--- src/sv/frr_div_cell.sv ---
`default_nettype none
// ----------------------------------------------------------------------------
// frr_div_cell
// one quotient bit of a restoring divider, registered
// ----------------------------------------------------------------------------
module frr_div_cell #(
	parameter int W_R = 45,
	parameter int W_D = 14,
	parameter int W_Q = 30,
	parameter int K   = 0,
	parameter int W_S = 1
) (
	input  wire logic              clk,
	input  wire logic              arst_n,
	input  wire logic              en,
	input  wire logic              src_valid,
	input  wire logic [W_R-1:0]    src_rem,
	input  wire logic [W_D-1:0]    src_dvs,
	input  wire logic [W_Q-1:0]    src_quot,
	input  wire logic [W_S-1:0]    src_side,
	output logic                   valid,
	output logic [W_R-1:0]         rem,
	output logic [W_D-1:0]         dvs,
	output logic [W_Q-1:0]         quot,
	output logic [W_S-1:0]         side
);

	logic [W_R-1:0] shifted;
	logic           ge;
	logic [W_Q-1:0] quot_n;

	always_comb begin
		shifted   = {{(W_R-W_D){1'b0}}, src_dvs} << K;
		ge        = src_rem >= shifted;
		quot_n    = src_quot;
		quot_n[K] = ge;
	end

	always_ff @(posedge clk or negedge arst_n) begin
		if (!arst_n) begin
			valid <= 1'b0;
		end else if (en) begin
			valid <= src_valid;
		end
	end

	always_ff @(posedge clk) begin
		if (en) begin
			rem  <= ge ? (src_rem - shifted) : src_rem;
			dvs  <= src_dvs;
			quot <= quot_n;
			side <= src_side;
		end
	end

endmodule
`default_nettype wire

--- config.mk ---
export PLATFORM = sky130hd
export DESIGN_NAME = frr_div_cell
export DESIGN_NICKNAME = d
export VERILOG_FILES = /design/src/sv/frr_div_cell.sv
export SDC_FILE = /design/constraint.sdc
export NUM_CORES = 1
export LEC_CHECK = 0
export BUFFER_PORTS_ARGS = -buffer_cell sky130_fd_sc_hd__buf_2
export CAP_MARGIN = 0
export CORE_MARGIN = 3
export CORE_UTILIZATION = 35
export DETAILED_ROUTE_END_ITERATION = 12
export SLEW_MARGIN = 20
export SYNTH_ARGS = -nofsm -noshare
export SYNTH_HDL_FRONTEND = slang
export SYNTH_SLANG_ARGS = --single-unit
--- constraint.sdc ---
create_clock -name clk -period 0.9 [get_ports clk]
set_clock_uncertainty 0.05 [all_clocks]
set_input_delay 0.09 -clock clk [delete_from_list [all_inputs] [get_ports clk]]
set_output_delay 0.09 -clock clk [all_outputs]
set_load 0.02 [all_outputs]
==> results_dict.tcl <==
set metrics [dict create \
    pwr-share-seq_pct 41.6 \
    synth_ff_type "sky130_fd_sc_hd__edfxtp_1" \
    finalWeightedCongestion 0.8909 \
    max_freq_mhz 486.8 \
    layout-drive-gt1-share_pct 62.74 \
    worst_setup_path_start_kind "primary input" \
    fin_hold_ws_ps 18.28 \
    area_added_between_synthesis_and_finish_pct 94.25 \
    post_synth.cell_area_avg_um2 13.32 \
    tightest_hold_check_type "in -> reg" \
    fp.dieArea_um2 14460 \
    tritoncts_clock_tree "yes" \
    ctsHtreeMaxLevel 3 \
    p_int_mw 9.197 \
    grt_start_max_net_pins 33 \
    core_region_area_um2 12670 \
    finalNetCount 826 \
    setup_repair_after_global_routing_missed_its_margin "true" \
    worst_ep_required_time_ps 940 \
    gr-total-overflow 0 \
    worst_setup_slack_before_clock_tree_synthesis_ps -1812 \
    synth_warnings 0 \
    worst-r2r-setup-slack_ps 90 \
    final-setup-viol-count 137 \
    final_max_slew_viol_count 0 \
    share_clk_of_total_power_pct 30.5 \
    grtUsageTotal_pct 19.39 \
    power.share.combinational_pct 27.9 \
    final_cell_count_no_fill 894 \
    timing.hold.worst_path_depth 2 \
    layout_min_cycle_time_ps 2054 \
    vdd_ir_drop_max_mv 0.7843 \
    worst_reg_to_reg_cells 1 \
    hpwl_reported_at_the_end_of_detailed_placement_um 10350 \
    cts_num_sinks 91 \
    floorplan.io_pins 185 \
    antenna-diode-count 0 \
    edff_count_synth 90 \
    endpoint_kind "register" \
    synth_sequential_area_ratio_pct 59.69 \
    clk_pin_slew_ps 60 \
    buffer_ports.inserted 183 \
    cts_max_path_buffers 2 \
    post-place-cells 800 \
    most-common-layout-cells "sky130_fd_sc_hd__buf_4, sky130_fd_sc_hd__buf_2, sky130_fd_sc_hd__buf_6" \
    vias 4234 \
    netlist_instances 343 \
    synthesis.area_um2 4569 \
    die-height_um 120.3 \
    grt_antenna_before_repair 0 \
    distinct_cells_synth 54 \
    layout.cells.most_common "sky130_fd_sc_hd__buf_4" \
    switching_share_of_power_pct 27.96 \
    ctsRootBufferMaster "sky130_fd_sc_hd__clkbuf_16" \
    fp-row-count 41 \
    placedInstanceArea_um2 6818 \
    mappedNetlistNets 452 \
    worst_hold_path.endpoint "rem[25]$_DFFE_PP_" \
    total_leakage_power_nw 3.719 \
    layout_setup_ws_ps -1154 \
    final_core_utilization_pct 70.05 \
    start_util_pct 36.06 \
    postLayoutCellArea_um2 8876 \
    max_slew_margin_pct 78.31 \
    p_sw_mw 3.570 \
    timing.rr.end "valid$_DFFE_PN0P_" \
    first_iter_violations 213 \
    failed_checks "negative setup slack" \
    finalSetupTns_ps -59650 \
    total_power_mw 12.77 \
    wl_um 15030 \
    hold_viol 0 \
    drc 0 \
    slew_at_the_pin_closest_to_its_max_slew_limit_ps 322.3 \
    drv_cap 0 \
    route.antenna.remaining_nets 0 \
    wire_per_inst_um 16.81 \
    die_width_um 120.3 \
    power-per-cell-area_nw_per_um2 1438 \
    drt_pre_antenna_iters 4 \
    clock_buffers_created_by_tritoncts 9 \
    first_global_vias 4395 \
    hp-start "src_rem[25]" \
    timing_worst_setup_path_type "in -> reg" \
    synth-seq-cells 91 \
    via_density 4.736 \
    crit-reg2reg-launch "valid$_DFFE_PN0P_" \
    critPathMaxFanout 6 \
    insertion_delay_ps 340 \
    synthArstFlopShare_pct 1.099 \
    wire_length_of_the_first_global_routing_pass_um 21880 \
    run_status "finished, violations left" \
    tcrit_tclk_final_pct 228.2 \
    timing.critical_path.arrival_ps 2100 \
]
## Yosys cell counts (3+ instances only)
cell,n,area [µm²]
sky130_fd_sc_hd__edfxtp_1,90,2703
sky130_fd_sc_hd__xor2_1,23,201.4
sky130_fd_sc_hd__nor2_1,22,82.58
sky130_fd_sc_hd__a21oi_1,19,95.09
sky130_fd_sc_hd__xnor2_1,19,166.4
sky130_fd_sc_hd__inv_1,17,63.81
sky130_fd_sc_hd__ha_1,14,175.2
sky130_fd_sc_hd__nand2_1,14,52.55
sky130_fd_sc_hd__nand3_1,10,50.05
sky130_fd_sc_hd__nand2_2,8,50.05
sky130_fd_sc_hd__nor4_2,7,87.58
sky130_fd_sc_hd__o21ai_2,7,61.31
sky130_fd_sc_hd__a21o_1,6,45.04
sky130_fd_sc_hd__nor3_1,6,30.03
sky130_fd_sc_hd__nor3_2,6,60.06
sky130_fd_sc_hd__nor4_1,6,37.54
sky130_fd_sc_hd__nand2b_1,5,31.28
sky130_fd_sc_hd__o21ai_0,5,25.02
sky130_fd_sc_hd__or3_1,5,31.28
sky130_fd_sc_hd__nand4_1,4,25.02
sky130_fd_sc_hd__buf_2,3,15.01
sky130_fd_sc_hd__clkbuf_1,3,11.26
sky130_fd_sc_hd__nor4b_2,3,45.04
sky130_fd_sc_hd__or4_1,3,22.52
## power by group through the flow
stage | clock [mW] | combinational, mW | sequential, mW
after floorplan | 0 | 0.795 | 5.84
after global placement | 0 | 2.59 | 5.30
after detailed placement | 0 | 2.64 | 5.31
after CTS | 3.95 | 3.19 | 5.26
after global routing | 4.15 | 3.79 | 5.35
final | 3.89 | 3.57 | 5.31
## flip-flops by register name (all words and copies together), names as in the netlist
signal,cells
side,1
quot,30
valid,1
rem,45
dvs,14
## area by class of cell
class	instances	area [µm²]
clock buffers	10	229.0
clock inverters	6	72.57
fillers	854	3795
inverters	18	90.09
multi-input cells	225	2337
flip-flops and latches	91	2728
well taps	172	215.2
repair buffers	372	3204
## kinds of logic after synthesis
kind of cell | count (synthesis) | share of synthesized area (%)
xor+xnor | 42 | 8.050
simple gates | 115 | 16.48
compound gates | 50 | 7.448
fa+ha+maj | 15 | 4.272
flops | 91 | 59.69
mux | 3 | 0.7393
buf+inv | 27 | 3.313
## critical path, stage by stage
cell                      delay, ps
sky130_fd_sc_hd__buf_6           90
sky130_fd_sc_hd__or4_4          550
sky130_fd_sc_hd__nor4_4         310
sky130_fd_sc_hd__and3_4         240
sky130_fd_sc_hd__nor3_4          50
sky130_fd_sc_hd__buf_4          140
sky130_fd_sc_hd__a21oi_4        150
sky130_fd_sc_hd__buf_6          160
sky130_fd_sc_hd__buf_12         110
sky130_fd_sc_hd__nand3_4         60
sky130_fd_sc_hd__xnor2_1        130
## worst max-delay path by stage
| stage | startpoint | to | slack (ps) |
|---|---|---|---|
| finish | src_rem[19] | rem[20]$_DFFE_PP_ | -1150 |
| global route | src_rem[19] | rem[20]$_DFFE_PP_ | -1240 |
| CTS | src_rem[17] | rem[31]$_DFFE_PP_ | -1150 |
| detailed placement | src_dvs[3] | rem[35]$_DFFE_PP_ | -1810 |
| global placement | src_dvs[3] | rem[44]$_DFFE_PP_ | -1770 |
| floorplan | src_rem[28] | rem[41]$_DFFE_PP_ | -1250 |
## metal layers
layer	share of wire [%]	global-route usage (%)
met1	40	23.14
met2	53	34.42
met3	5.3	3.695
met4	2.2	7.861
met5	0	0
## repair_timing
action,in CTS,in global routing
hold buffers,49,0
resized for setup,132,135
cloned,0,0
endpoints found under the setup margin,137,137
endpoints found under the hold margin,49,0
pin swaps,38,26
buffers inserted,17,15
Note: power is estimated with default switching activity, not from simulation.
