File: config.mk
export PLATFORM = sky130hd
export DESIGN_NAME = frr_sqrt_cell
export DESIGN_NICKNAME = d
export VERILOG_FILES = /design/src/sv/frr_sqrt_cell.sv
export SDC_FILE = /design/constraint.sdc
export NUM_CORES = 1
export LEC_CHECK = 0
export ABC_AREA = 1
export BUFFER_PORTS_ARGS = -buffer_cell sky130_fd_sc_hd__buf_2
export CELL_PAD_IN_SITES_DETAIL_PLACEMENT = 2
export CELL_PAD_IN_SITES_GLOBAL_PLACEMENT = 2
export CORE_MARGIN = 1
export CORE_UTILIZATION = 29
export CTS_CLUSTER_SIZE = 12
export DETAILED_ROUTE_END_ITERATION = 7
export GPL_TIMING_DRIVEN = 0
export HOLD_SLACK_MARGIN = 0.08
export PLACE_DENSITY = 0.82
export SKIP_CTS_REPAIR_TIMING = 1
export SYNTH_ARGS = -nofsm -noshare
export SYNTH_HDL_FRONTEND = slang
export SYNTH_SLANG_ARGS = --single-unit
File: constraint.sdc
create_clock -name clk -period 0.9 [get_ports clk]
set_clock_uncertainty 0.05 [all_clocks]
set_input_delay 0.045 -clock clk [delete_from_list [all_inputs] [get_ports clk]]
set_output_delay 0.045 -clock clk [all_outputs]
set_load 0.03 [all_outputs]
File: src/sv/frr_sqrt_cell.sv
`default_nettype none
// ----------------------------------------------------------------------------
// frr_sqrt_cell
// one root bit of a digit-by-digit integer square root, registered
// ----------------------------------------------------------------------------
module frr_sqrt_cell #(
	parameter int W_R = 31,
	parameter int K   = 0,
	parameter int W_S = 1
) (
	input  wire logic                 clk,
	input  wire logic                 arst_n,
	input  wire logic                 en,
	input  wire logic                 src_valid,
	input  wire logic [2*W_R-1:0]     src_rad,
	input  wire logic [W_R+1:0]       src_rem,
	input  wire logic [W_R-1:0]       src_root,
	input  wire logic [W_S-1:0]       src_side,
	output logic                      valid,
	output logic [2*W_R-1:0]          rad,
	output logic [W_R+1:0]            rem,
	output logic [W_R-1:0]            root,
	output logic [W_S-1:0]            side
);

	logic [W_R+3:0] shifted;
	logic [W_R+3:0] trial;
	logic           ge;
	logic [W_R+3:0] diff;

	always_comb begin
		shifted = {src_rem, src_rad[2*K+1 -: 2]};
		trial   = {2'b00, src_root, 2'b01};
		ge      = shifted >= trial;
		diff    = ge ? (shifted - trial) : shifted;
	end

	always_ff @(posedge clk or negedge arst_n) begin
		if (!arst_n) begin
			valid <= 1'b0;
		end else if (en) begin
			valid <= src_valid;
		end
	end

	always_ff @(posedge clk) begin
		if (en) begin
			rad  <= src_rad;
			rem  <= diff[W_R+1:0];
			root <= {src_root[W_R-2:0], ge};
			side <= src_side;
		end
	end

endmodule
`default_nettype wire

==> results of run 1 <==
## synthesized netlist by cell type
master	number	share of area
a211oi_1	1	0.0010
and3_1	1	0.00087
nand4_1	5	0.0044
dfrtp_1	1	0.0035
mux2_2	1	0.0016
o21bai_1	1	0.0010
nand3_1	57	0.040
and2_1	3	0.0026
nand3_2	16	0.022
edfxtp_1	127	0.53
buf_12	1	0.0028
ha_1	33	0.058
buf_6	1	0.0016
xnor2_1	1	0.0012
inv_2	9	0.0047
a21oi_1	21	0.015
xor2_1	13	0.016
nor2_1	35	0.018
buf_8	1	0.0021
nand2_2	4	0.0035
nor3_1	9	0.0063
nand2_1	291	0.15
nand2_8	1	0.0028
nand2_4	1	0.0016
inv_1	155	0.081
nand2b_1	1	0.00087
buf_2	6	0.0042
nand3b_1	9	0.0094
o21ai_0	1	0.00070
nor2_2	7	0.0061
or2_2	1	0.00087
nor2_4	1	0.0016
## per-stage QoR
stage               setup slack (ns)  setup TNS, ns  std cells
CTS                          -0.7783         -49.91       1430
floorplan                    -0.6697         -22.28        815
finish                       -0.9233         -60.71       1600
detailed placement            -1.216         -72.38       1398
global route                  -1.005         -62.67       1599
global placement              -1.841        -253.65       1397
## kinds of logic after synthesis
logic type	count (synthesis)
and+or+nand+nor	442
adders and majority gates	33
DFF	128
AOI/OAI and AO/OA	24
muxes	1
buffers and inverters	173
xor gates and xnor gates	14
## state kept, by name (all words and copies together), names as in the netlist
signal	count
rad	62
rem	33
root	31
side	1
valid	1
## power by group
part           switching [mW]  internal (mW)  leakage (nW)
logic                    4.71           3.01          4.57
clock network            3.85           4.19         0.288
registers               0.515           7.29          1.25
## how the worst max path moves through the flow
stage                      start  endpoint  slack (ns)  cells after the start
CTS                 src_root[24]   rem[19]       -0.78                     12
detailed placement  src_root[24]   rem[19]       -1.22                     12
global route        src_root[13]   rem[17]       -1.00                     13
finish              src_root[17]   rem[29]       -0.92                     13
global placement              en     valid       -1.84                      2
floorplan           src_root[26]   rem[19]       -0.67                     12
## metal layers
layer	routed length (um)	up-vias	global-route usage
li1	-	3494	-
met1	21030	4288	0.2353
met2	23600	495	0.3866
met3	4067	85	0.04298
met4	1479	0	0.06687
met5	0	-	0
## cell type report
cell class | count | area (um2)
clock buffer | 17 | 425.4
inverter | 164 | 638.1
buffer | 8 | 103.9
clock inverter | 15 | 173.9
timing repair buffer | 427 | 3859
antenna | 3 | 7.507
multi-input combinational | 514 | 3560
fill | 2465 | 11240
sequential | 128 | 3840
tap | 324 | 405.4
==> summary.txt, run 1 <==
Routing
  – Vias per inst: 5.226
  – Detail Route Antenna Nets: 0
  – Vias: 8362
  – WL/cell: 31.36 um
  – First drt pass iteration count: 7
  – Initial DRC Count: 739
  – DRT Wirelength: 50180 um
  – DRC viols: 4

Floorplan
  – FP Rows: 57
  – Chip height: 159.2 um
  – DIE WIDTH: 159.2 um
  – Core area: 0.02425 mm2
  – # IOs: 259
  – Starting Density: 0.2955
  – Die ar.: 0.02534 mm2

Min path
  – Hold path start: en
  – WHS Endpoint: rem[19]
  – Worst hold path depth: 1
  – Worst Hold Class: input pin to flip-flop

Setup path
  – Critical path's largest stage delay: 0.35 ns
  – FF-to-FF Start: valid
  – CP max FO: 4
  – CP delay by family, top: simple AND/OR/NAND/NOR gates
  – Worst reg-to-reg path cell count: 2
  – CP required: 1.06 ns
  – Crit path kind: input pin to flip-flop
  – Critical Path Start Type: input pin
  – Crit path cell chain: buf_2 > inv_1 > ha_4 > nand2_1 > nor2_1 > inv_1 > nor2_1 > and2_1 > nand2_2 > nand2_1 > nand2_1 > nand3_2 > nand2_1
  – Reg2reg setup slack: -0.10 ns
  – Slowest cell on the critical path: ha_4
  – Setup crit end kind: flip-flop
  – Critical Path Most Common Cell: nand2_1
  – CP bufs+invs: 3
  – CP arrival: 1.98 ns
  – Critical R2R Capture: valid

Synthesis
  – Post-Synth Adder-Cell Area: 0.05763
  – Unique masters post-synth: 32
  – Largest family of logic cells by synthesized area: simple AND/OR/NAND/NOR gates
  – Avg Cell Area, Syn: 8.791 um2
  – Mux cell area share after synthesis: 0.001572
  – Compound-gate portion of the synthesized area: 0.01746
  – Simple-gate area share of the yosys netlist: 0.2738
  – Post-synth net total: 979
  – Yosys warning count: 0
  – Post-synthesis sequential area ratio: 0.5358
  – FF+latch count, synth: 128
  – Synth Area in XOR/XNOR: 0.01711
  – Mapped Cells: 815
  – Synth Cell Area: 0.007164 mm2

CTS
  – CTS sink cnt: 128
  – H-tree depth: 4
  – Clock Tree Buf Depth: 2
  – Clock Pin Slew Worst Setup and Hold Paths: 0.09 ns
  – Clk_lat worst skew: 0.47 ns
  – TritonCTS clock tree: yes
  – CTS Root Cell: clkbuf_16
  – TritonCTS buffer count: 17

Placed design
  – Port buffer count: 258
  – Post-DP HPWL: 20290 um
  – Placer Congestion: 0.8392
  – DP Area: 0.009374 mm2

GRT
  – First-pass GRT wire length: 40030 um
  – Largest net degree at the start of global routing: 83
  – GRT Util Overall: 0.2077
  – Initial antenna violation count: 5
  – Grt ovf: 0
  – Vias in the first global route: 7232

Layout
  – Most frequent cells in the layout: nand2_1, buf_6, dlygate4sd3_1
  – NumNets Final: 1424
  – Share of layout cells above drive strength 1: 0.4313
  – Final core occ: 0.5366
  – Commonest non-fill, non-tap cell in the layout: nand2_1
  – Area grow syn2layout: 81.63%
  – Fin area: 0.01301 mm2

Run status
  – Failing checks: DRC, setup timing
  – Status: complete, but fails checks

Timing
  – Hold Slack: 0.05091 ns
  – FMAX: 0.5485 GHz
  – Count of final max-slew check failures: 0
  – Setup ws final: -0.9233 ns
  – Slew headroom: 0.7008
  – Tcrit/Tclk final: 2.026
  – Final Critical Period: 1.823 ns
  – Final Hold Vio Count: 0
  – Setup Viol. Count Final: 163
  – Unrepaired setup endpoints after global routing: true
  – Tightest Pin Transition: 0.4488 ns

Power and ir drop
  – Pwr Total: 23.57 mW
  – Maximum VDD drop: 1.737 mV
  – P per Cell Area: 1811 mW/mm2
  – Leak Pwr: 6.110 nW

Run
  – MaxCap Viol Count: 0
Note: power is estimated with default switching activity, not from simulation.
==> run 2: changes to the inputs <==
- CORE_MARGIN: 1 -> 8
- PLACE_DENSITY: 0.82 -> unset
- PLACE_DENSITY_LB_ADDON: unset -> 0.1
==> summary.txt, run 2 (synthesis results as in run 1) <==
Placed design
  – Port buffer count: 258 (unchanged)
  – Post-DP HPWL: 21810 um (+7.5%)
  – Setup WS pre-CTS: -1.253 ns (-0.03706 ns)
  – Placer Congestion: 0.7985 (-4.8%)
  – DP Area: 0.009374 mm2 (unchanged)

Floorplan
  – Starting Density: 0.2946 (-0.0008664)
  – Die ar.: 0.02999 mm2 (+18%)
  – # IOs: 259 (unchanged)
  – Core area: 0.02432 mm2 (+0.29%)
  – FP Rows: 57 (unchanged)
  – DIE WIDTH: 173.2 um (+8.8%)
  – Chip height: 173.2 um (+8.8%)

Layout
  – Most flop-heavy register: rad
  – Area grow syn2layout: 77.52%
  – Commonest non-fill, non-tap cell in the layout: nand2_1
  – Largest registers: rad: 62 flops, rem: 33 flops, root: 31 flops
  – Final core occ: 0.5230 (-0.01366)
  – Fin area: 0.01272 mm2 (-2.3%)
  – Number of flip-flops in the largest register: 62 (unchanged)
  – Share of layout cells above drive strength 1: 0.4123 (-0.01893)
  – NumNets Final: 1401 (-1.6%)
  – Most frequent cells in the layout: nand2_1, inv_1, buf_2

Power and ir drop
  – Clock power frac: 0.343 (+0.002)
  – Pint: 14.57 mW (+0.62%)
  – Pwr Total: 22.27 mW (-5.5%)
  – Switching part of the total: 0.3456 (-0.03980)
  – Flop pwr share: 0.343 (+0.012)
  – Switch Pwr: 7.697 mW (-15%)
  – P per Cell Area: 1751 mW/mm2 (-3.3%)
  – Power share of the combinational group: 0.314 (-0.014)
  – Maximum VDD drop: 1.334 mV (-23%)
  – Leak Pwr: 5.967 nW (-2.3%)

Timing
  – Slew headroom: 0.6243 (-0.07657)
  – Setup Viol. Count Final: 162 (-0.61%)
  – Final Critical Period: 1.704 ns (-0.1190 ns)
  – Setup TNS: -49.52 ns (+11.20 ns)
  – Setup ws final: -0.8043 ns (+0.1190 ns)
  – FMAX: 0.5868 GHz (+7.0%)
  – Tightest Pin Transition: 0.5636 ns (+0.1149 ns)
  – Hold Slack: -0.2428 ns (-0.2937 ns)
  – Tcrit/Tclk final: 1.894 (-0.1323)
  – Unrepaired setup endpoints after global routing: true
  – Count of final max-slew check failures: 0 (unchanged)
  – Final Hold Vio Count: 4 (+4)

Run status
  – Failing checks: hold timing, setup timing
  – Status: complete, but fails checks

Routing
  – DRT Wirelength: 38680 um (-23%)
  – Vias: 7524 (-10%)
  – Detail Route Antenna Nets: 0 (unchanged)
  – DRC viols: 0 (-4)
  – WL/cell: 24.58 um (-22%)
  – Initial DRC Count: 334 (-55%)
  – First drt pass iteration count: 5 (-2)
  – Vias per inst: 4.780 (-8.5%)

Setup path
  – CP max FO: 10 (+6)
  – Critical Path Start Type: input pin
  – CP arrival: 1.82 ns (-0.16 ns)
  – Setup crit end kind: flip-flop
  – Critical path's largest stage delay: 0.31 ns (-0.04 ns)
  – Slowest cell on the critical path: ha_4
  – Crit path cell chain: buf_2 > inv_2 > ha_4 > nand2_2 > inv_2 > nand2_4 > nor2_4 > nand4_1 > nand3_4 > nand2_8 > buf_6 > nand3_1 > nand2_1
  – Crit path kind: input pin to flip-flop
  – CP required: 1.02 ns (-0.04 ns)
  – Critical Path Most Common Cell: inv_2

GRT
  – First-pass GRT wire length: 41460 um (+3.6%)
  – Largest net degree at the start of global routing: 82 (-1.2%)
  – Vias in the first global route: 7202 (-0.41%)
  – Initial antenna violation count: 3 (-2)
  – Met3 GRT Util: 0.04727 (+0.004286)
  – GRT Util Overall: 0.1770 (-0.03064)
  – Grt ovf: 0 (unchanged)
  – Global-route met1 utilization: 0.2121 (-0.02320)
  – GR peak layer: met2
  – Met2 Usage GRT: 0.3140 (-0.07259)

CTS
  – CTS Root Cell: clkbuf_16
  – Clock Tree Buf Depth: 2 (unchanged)
  – H-tree depth: 4 (unchanged)
  – TritonCTS buffer count: 17 (unchanged)
  – Clk_lat worst skew: 0.44 ns (-0.03 ns)
  – TritonCTS clock tree: yes
  – CTS sink cnt: 128 (unchanged)
  – Clock Pin Slew Worst Setup and Hold Paths: 0.07 ns (-0.02 ns)

Min path
  – Worst Hold Class: input pin to flip-flop

Run
  – MaxCap Viol Count: 0 (unchanged)
run 2: cell types whose count changed in the layout (fill, tap and decap cells not counted), moves of 4 or more:
cell	previous run	this run
buf_2	116	128
inv_1	122	131
nand2_1	214	210
inv_2	35	29
nand3_4	3	8
nand3_1	47	53
nand3_2	23	12
nand2_2	54	61
buf_4	34	22
buf_6	144	127
dlygate4sd3_1	128	124
run 2: per-stage QoR:
| step | std cells | hold slack (ns) |
|---|---|---|
| floorplan | 815 | -0.3006 |
| global placement | 1397 | -0.2304 |
| detailed placement | 1398 | -0.2295 |
| CTS | 1429 | -0.6918 |
| global route | 1574 | -0.2459 |
| finish | 1574 | -0.2428 |
run 2: worst paths after layout:
path                               from        to  slack [ns]  cells after the start
max                        src_root[11]    rem[7]       -0.80                     13
min in group asynchronous        arst_n     valid        0.42                      3
max reg2reg                       valid     valid        0.04                      1
min reg2reg                       valid     valid        0.52                      1
max in group asynchronous        arst_n     valid        0.24                      3
min                        src_root[23]  root[24]       -0.24                      1
run 2: power by group through the flow:
| stage | logic [mW] | clock network, mW | registers, mW |
|---|---|---|---|
| final | 7.00 | 7.63 | 7.64 |
| after floorplan | 1.94 | 0 | 8.75 |
| after detailed placement | 4.98 | 0 | 7.54 |
| after global placement | 4.87 | 0 | 7.51 |
| after global routing | 7.40 | 7.89 | 7.69 |
| after CTS | 5.02 | 7.53 | 7.42 |
run 2: cell type report:
cell class,count,area [um2]
diodes,1,2.502
plain buffers,9,110.1
clock buffers,17,425.4
clock inverters,14,177.7
fillers,2516,11600
inverters,164,630.6
multi-input cells,515,3547
flip-flops and latches,128,3840
well taps,324,405.4
repair buffers,402,3580
run 2: critical path: cells and delay by family:
kind,cells,cell delay (ns)
adder cells (fa/ha/maj),1,0.31
AND/OR/NAND/NOR,8,1.02
buffers and inverters,4,0.42
run 2: per-layer routing:
metal / vias up / routed length [um]
li1: 3445 / -
met1: 3749 / 16180
met2: 267 / 19490
met3: 59 / 2117
met4: 4 / 848
met5: - / 37
==> run 3: changes to the inputs <==
- CORE_ASPECT_RATIO: unset -> 1.4
==> summary.txt, run 3 (synthesis results as in run 1) <==
Power and ir drop
  – Switch Pwr: 7.553 mW (-1.9%)
  – Power share of the combinational group: 0.327 (+0.013)
  – Clock power frac: 0.322 (-0.021)
  – Switching part of the total: 0.3462 (+0.0006189)
  – P per Cell Area: 1711 mW/mm2 (-2.3%)
  – Pwr Total: 21.82 mW (-2.0%)
  – Flop pwr share: 0.351 (+0.008)
  – Maximum VDD drop: 1.045 mV (-22%)
  – Pint: 14.26 mW (-2.1%)
  – Leak Pwr: 5.995 nW (+0.46%)

GRT
  – GRT Util Overall: 0.1810 (+0.003954)
  – Vias in the first global route: 7398 (+2.7%)
  – GR peak layer: met2
  – First-pass GRT wire length: 41230 um (-0.53%)
  – Met2 Usage GRT: 0.3581 (+0.04410)
  – Global-route met1 utilization: 0.1752 (-0.03692)
  – Grt ovf: 0 (unchanged)
  – Met3 GRT Util: 0.04879 (+0.001525)
  – Largest net degree at the start of global routing: 94 (+15%)
  – Initial antenna violation count: 2 (-1)

CTS
  – H-tree depth: 4 (unchanged)
  – Clock Pin Slew Worst Setup and Hold Paths: 0.07 ns (about the same)
  – Clock Tree Buf Depth: 2 (unchanged)
  – TritonCTS clock tree: yes
  – TritonCTS buffer count: 17 (unchanged)
  – CTS Root Cell: clkbuf_16
  – Clk_lat worst skew: 0.43 ns (about the same)
  – CTS sink cnt: 128 (unchanged)

Layout
  – Share of layout cells above drive strength 1: 0.4174 (+0.005068)
  – Number of flip-flops in the largest register: 62 (unchanged)
  – Most frequent cells in the layout: nand2_1, edfxtp_1, inv_1
  – Final core occ: 0.5203 (-0.002649)
  – Commonest non-fill, non-tap cell in the layout: nand2_1
  – NumNets Final: 1405 (+0.29%)
  – Area grow syn2layout: 77.96%
  – Most flop-heavy register: rad
  – Largest registers: rad: 62 flops, rem: 33 flops, root: 31 flops
  – Final non-filler cell total: 1569 (-0.32%)

Timing
  – Slew headroom: 0.6916 (+0.06731)
  – Hold Slack: -0.2620 ns (-0.01917 ns)
  – Tcrit/Tclk final: 1.977 (+0.08334)
  – Setup TNS: -50.04 ns (-0.5215 ns)
  – Setup ws final: -0.8793 ns (-0.07501 ns)
  – FMAX: 0.5620 GHz (-4.2%)
  – Final Hold Vio Count: 2 (-2)
  – Setup Viol. Count Final: 162 (unchanged)
  – Count of final max-slew check failures: 0 (unchanged)
  – Tightest Pin Transition: 0.4591 ns (-0.1045 ns)
  – Final Critical Period: 1.779 ns (+0.07501 ns)
  – Unrepaired setup endpoints after global routing: true

Floorplan
  – Chip height: 202.0 um (+17%)
  – # IOs: 259 (unchanged)
  – Core area: 0.02450 mm2 (+0.76%)
  – DIE WIDTH: 148.8 um (-14%)
  – Die ar.: 0.03006 mm2 (+0.24%)
  – Starting Density: 0.2924 (-0.002211)
  – FP Rows: 68 (+19%)

Routing
  – DRT Wirelength: 39900 um (+3.1%)
  – Initial DRC Count: 452 (+35%)
  – Vias: 7641 (+1.6%)
  – Detail Route Antenna Nets: 0 (unchanged)
  – WL/cell: 25.43 um (+3.5%)
  – Vias per inst: 4.870 (+1.9%)
  – First drt pass iteration count: 5 (unchanged)
  – DRC viols: 0 (unchanged)

Setup path
  – Setup crit end kind: flip-flop
  – Slowest cell on the critical path: ha_4
  – Worst reg-to-reg path cell count: 1 (unchanged)
  – CP required: 1.03 ns (about the same)
  – Crit path cell chain: buf_2 > inv_1 > ha_4 > nand2_1 > inv_1 > nand2_1 > nand2_1 > nand2_1 > nand3_2 > nand2_1 > nand3_1 > nand3_2 > nand2_1
  – CP arrival: 1.91 ns (+0.09 ns)
  – Critical Path Most Common Cell: nand2_1
  – Critical path's largest stage delay: 0.22 ns (-0.09 ns)
  – CP max FO: 5 (-5)
  – Critical Path Start Type: input pin
  – Crit path kind: input pin to flip-flop

Placed design
  – Post-DP HPWL: 22620 um (+3.7%)
  – Port buffer count: 258 (unchanged)
  – Placer Congestion: 0.8275 (+3.6%)
  – Dpl cells: 1389 (-0.64%)

Min path
  – Worst hold path depth: 1 (unchanged)
  – Worst Hold Class: input pin to flip-flop

Run status
  – Failing checks: hold timing, setup timing
  – Status: complete, but fails checks

Run
  – MaxCap Viol Count: 0 (unchanged)
## run 3: worst max-delay path: cells and delay by family
family                   cells  cell delay, ns
adder cells (fa/ha/maj)      1            0.22
buffers and inverters        3            0.30
AND/OR/NAND/NOR              9            1.33
## run 3: worst paths after layout
path                              start        to  slack [ns]
setup / recovery            src_root[1]   rem[17]       -0.88
hold / removal             src_root[26]  root[27]       -0.26
max in group asynchronous        arst_n     valid        0.23
min in group asynchronous        arst_n     valid        0.44
hold reg to reg                   valid     valid        0.50
setup reg to reg                  valid     valid        0.06
## run 3: metal layers
layer  vias up  wire length, um
met5         -               17
met3        69             1997
met1      3842            15180
li1       3443                -
met4         2             1320
met2       285            21380
## run 3: cell type report
| class | count | area [um2] |
|---|---|---|
| flip-flops and latches | 128 | 3840 |
| clock inverters | 11 | 116.4 |
| clock buffers | 20 | 436.7 |
| inverters | 164 | 635.6 |
| multi-input cells | 515 | 3553 |
| fillers | 2471 | 11750 |
| well taps | 315 | 394.1 |
| repair buffers | 407 | 3674 |
| plain buffers | 8 | 97.59 |
| diodes | 1 | 2.502 |
## run 3: power by group through the flow
stage,registers (mW),logic [mW],clock network [mW]
after CTS,7.43,5.05,6.90
after global placement,7.51,4.89,0
after floorplan,8.75,1.94,0
final,7.66,7.14,7.02
after detailed placement,7.55,5.01,0
after global routing,7.70,7.51,7.32
## run 3: per-stage QoR
step | instance area (um2) | setup WS [ns]
after detailed placement | 9363 | -1.263
after CTS | 9916 | -0.8117
final | 12750 | -0.8793
after floorplan | 7644 | -0.6697
after global routing | 12750 | -0.8990
after global placement | 9329 | -1.950
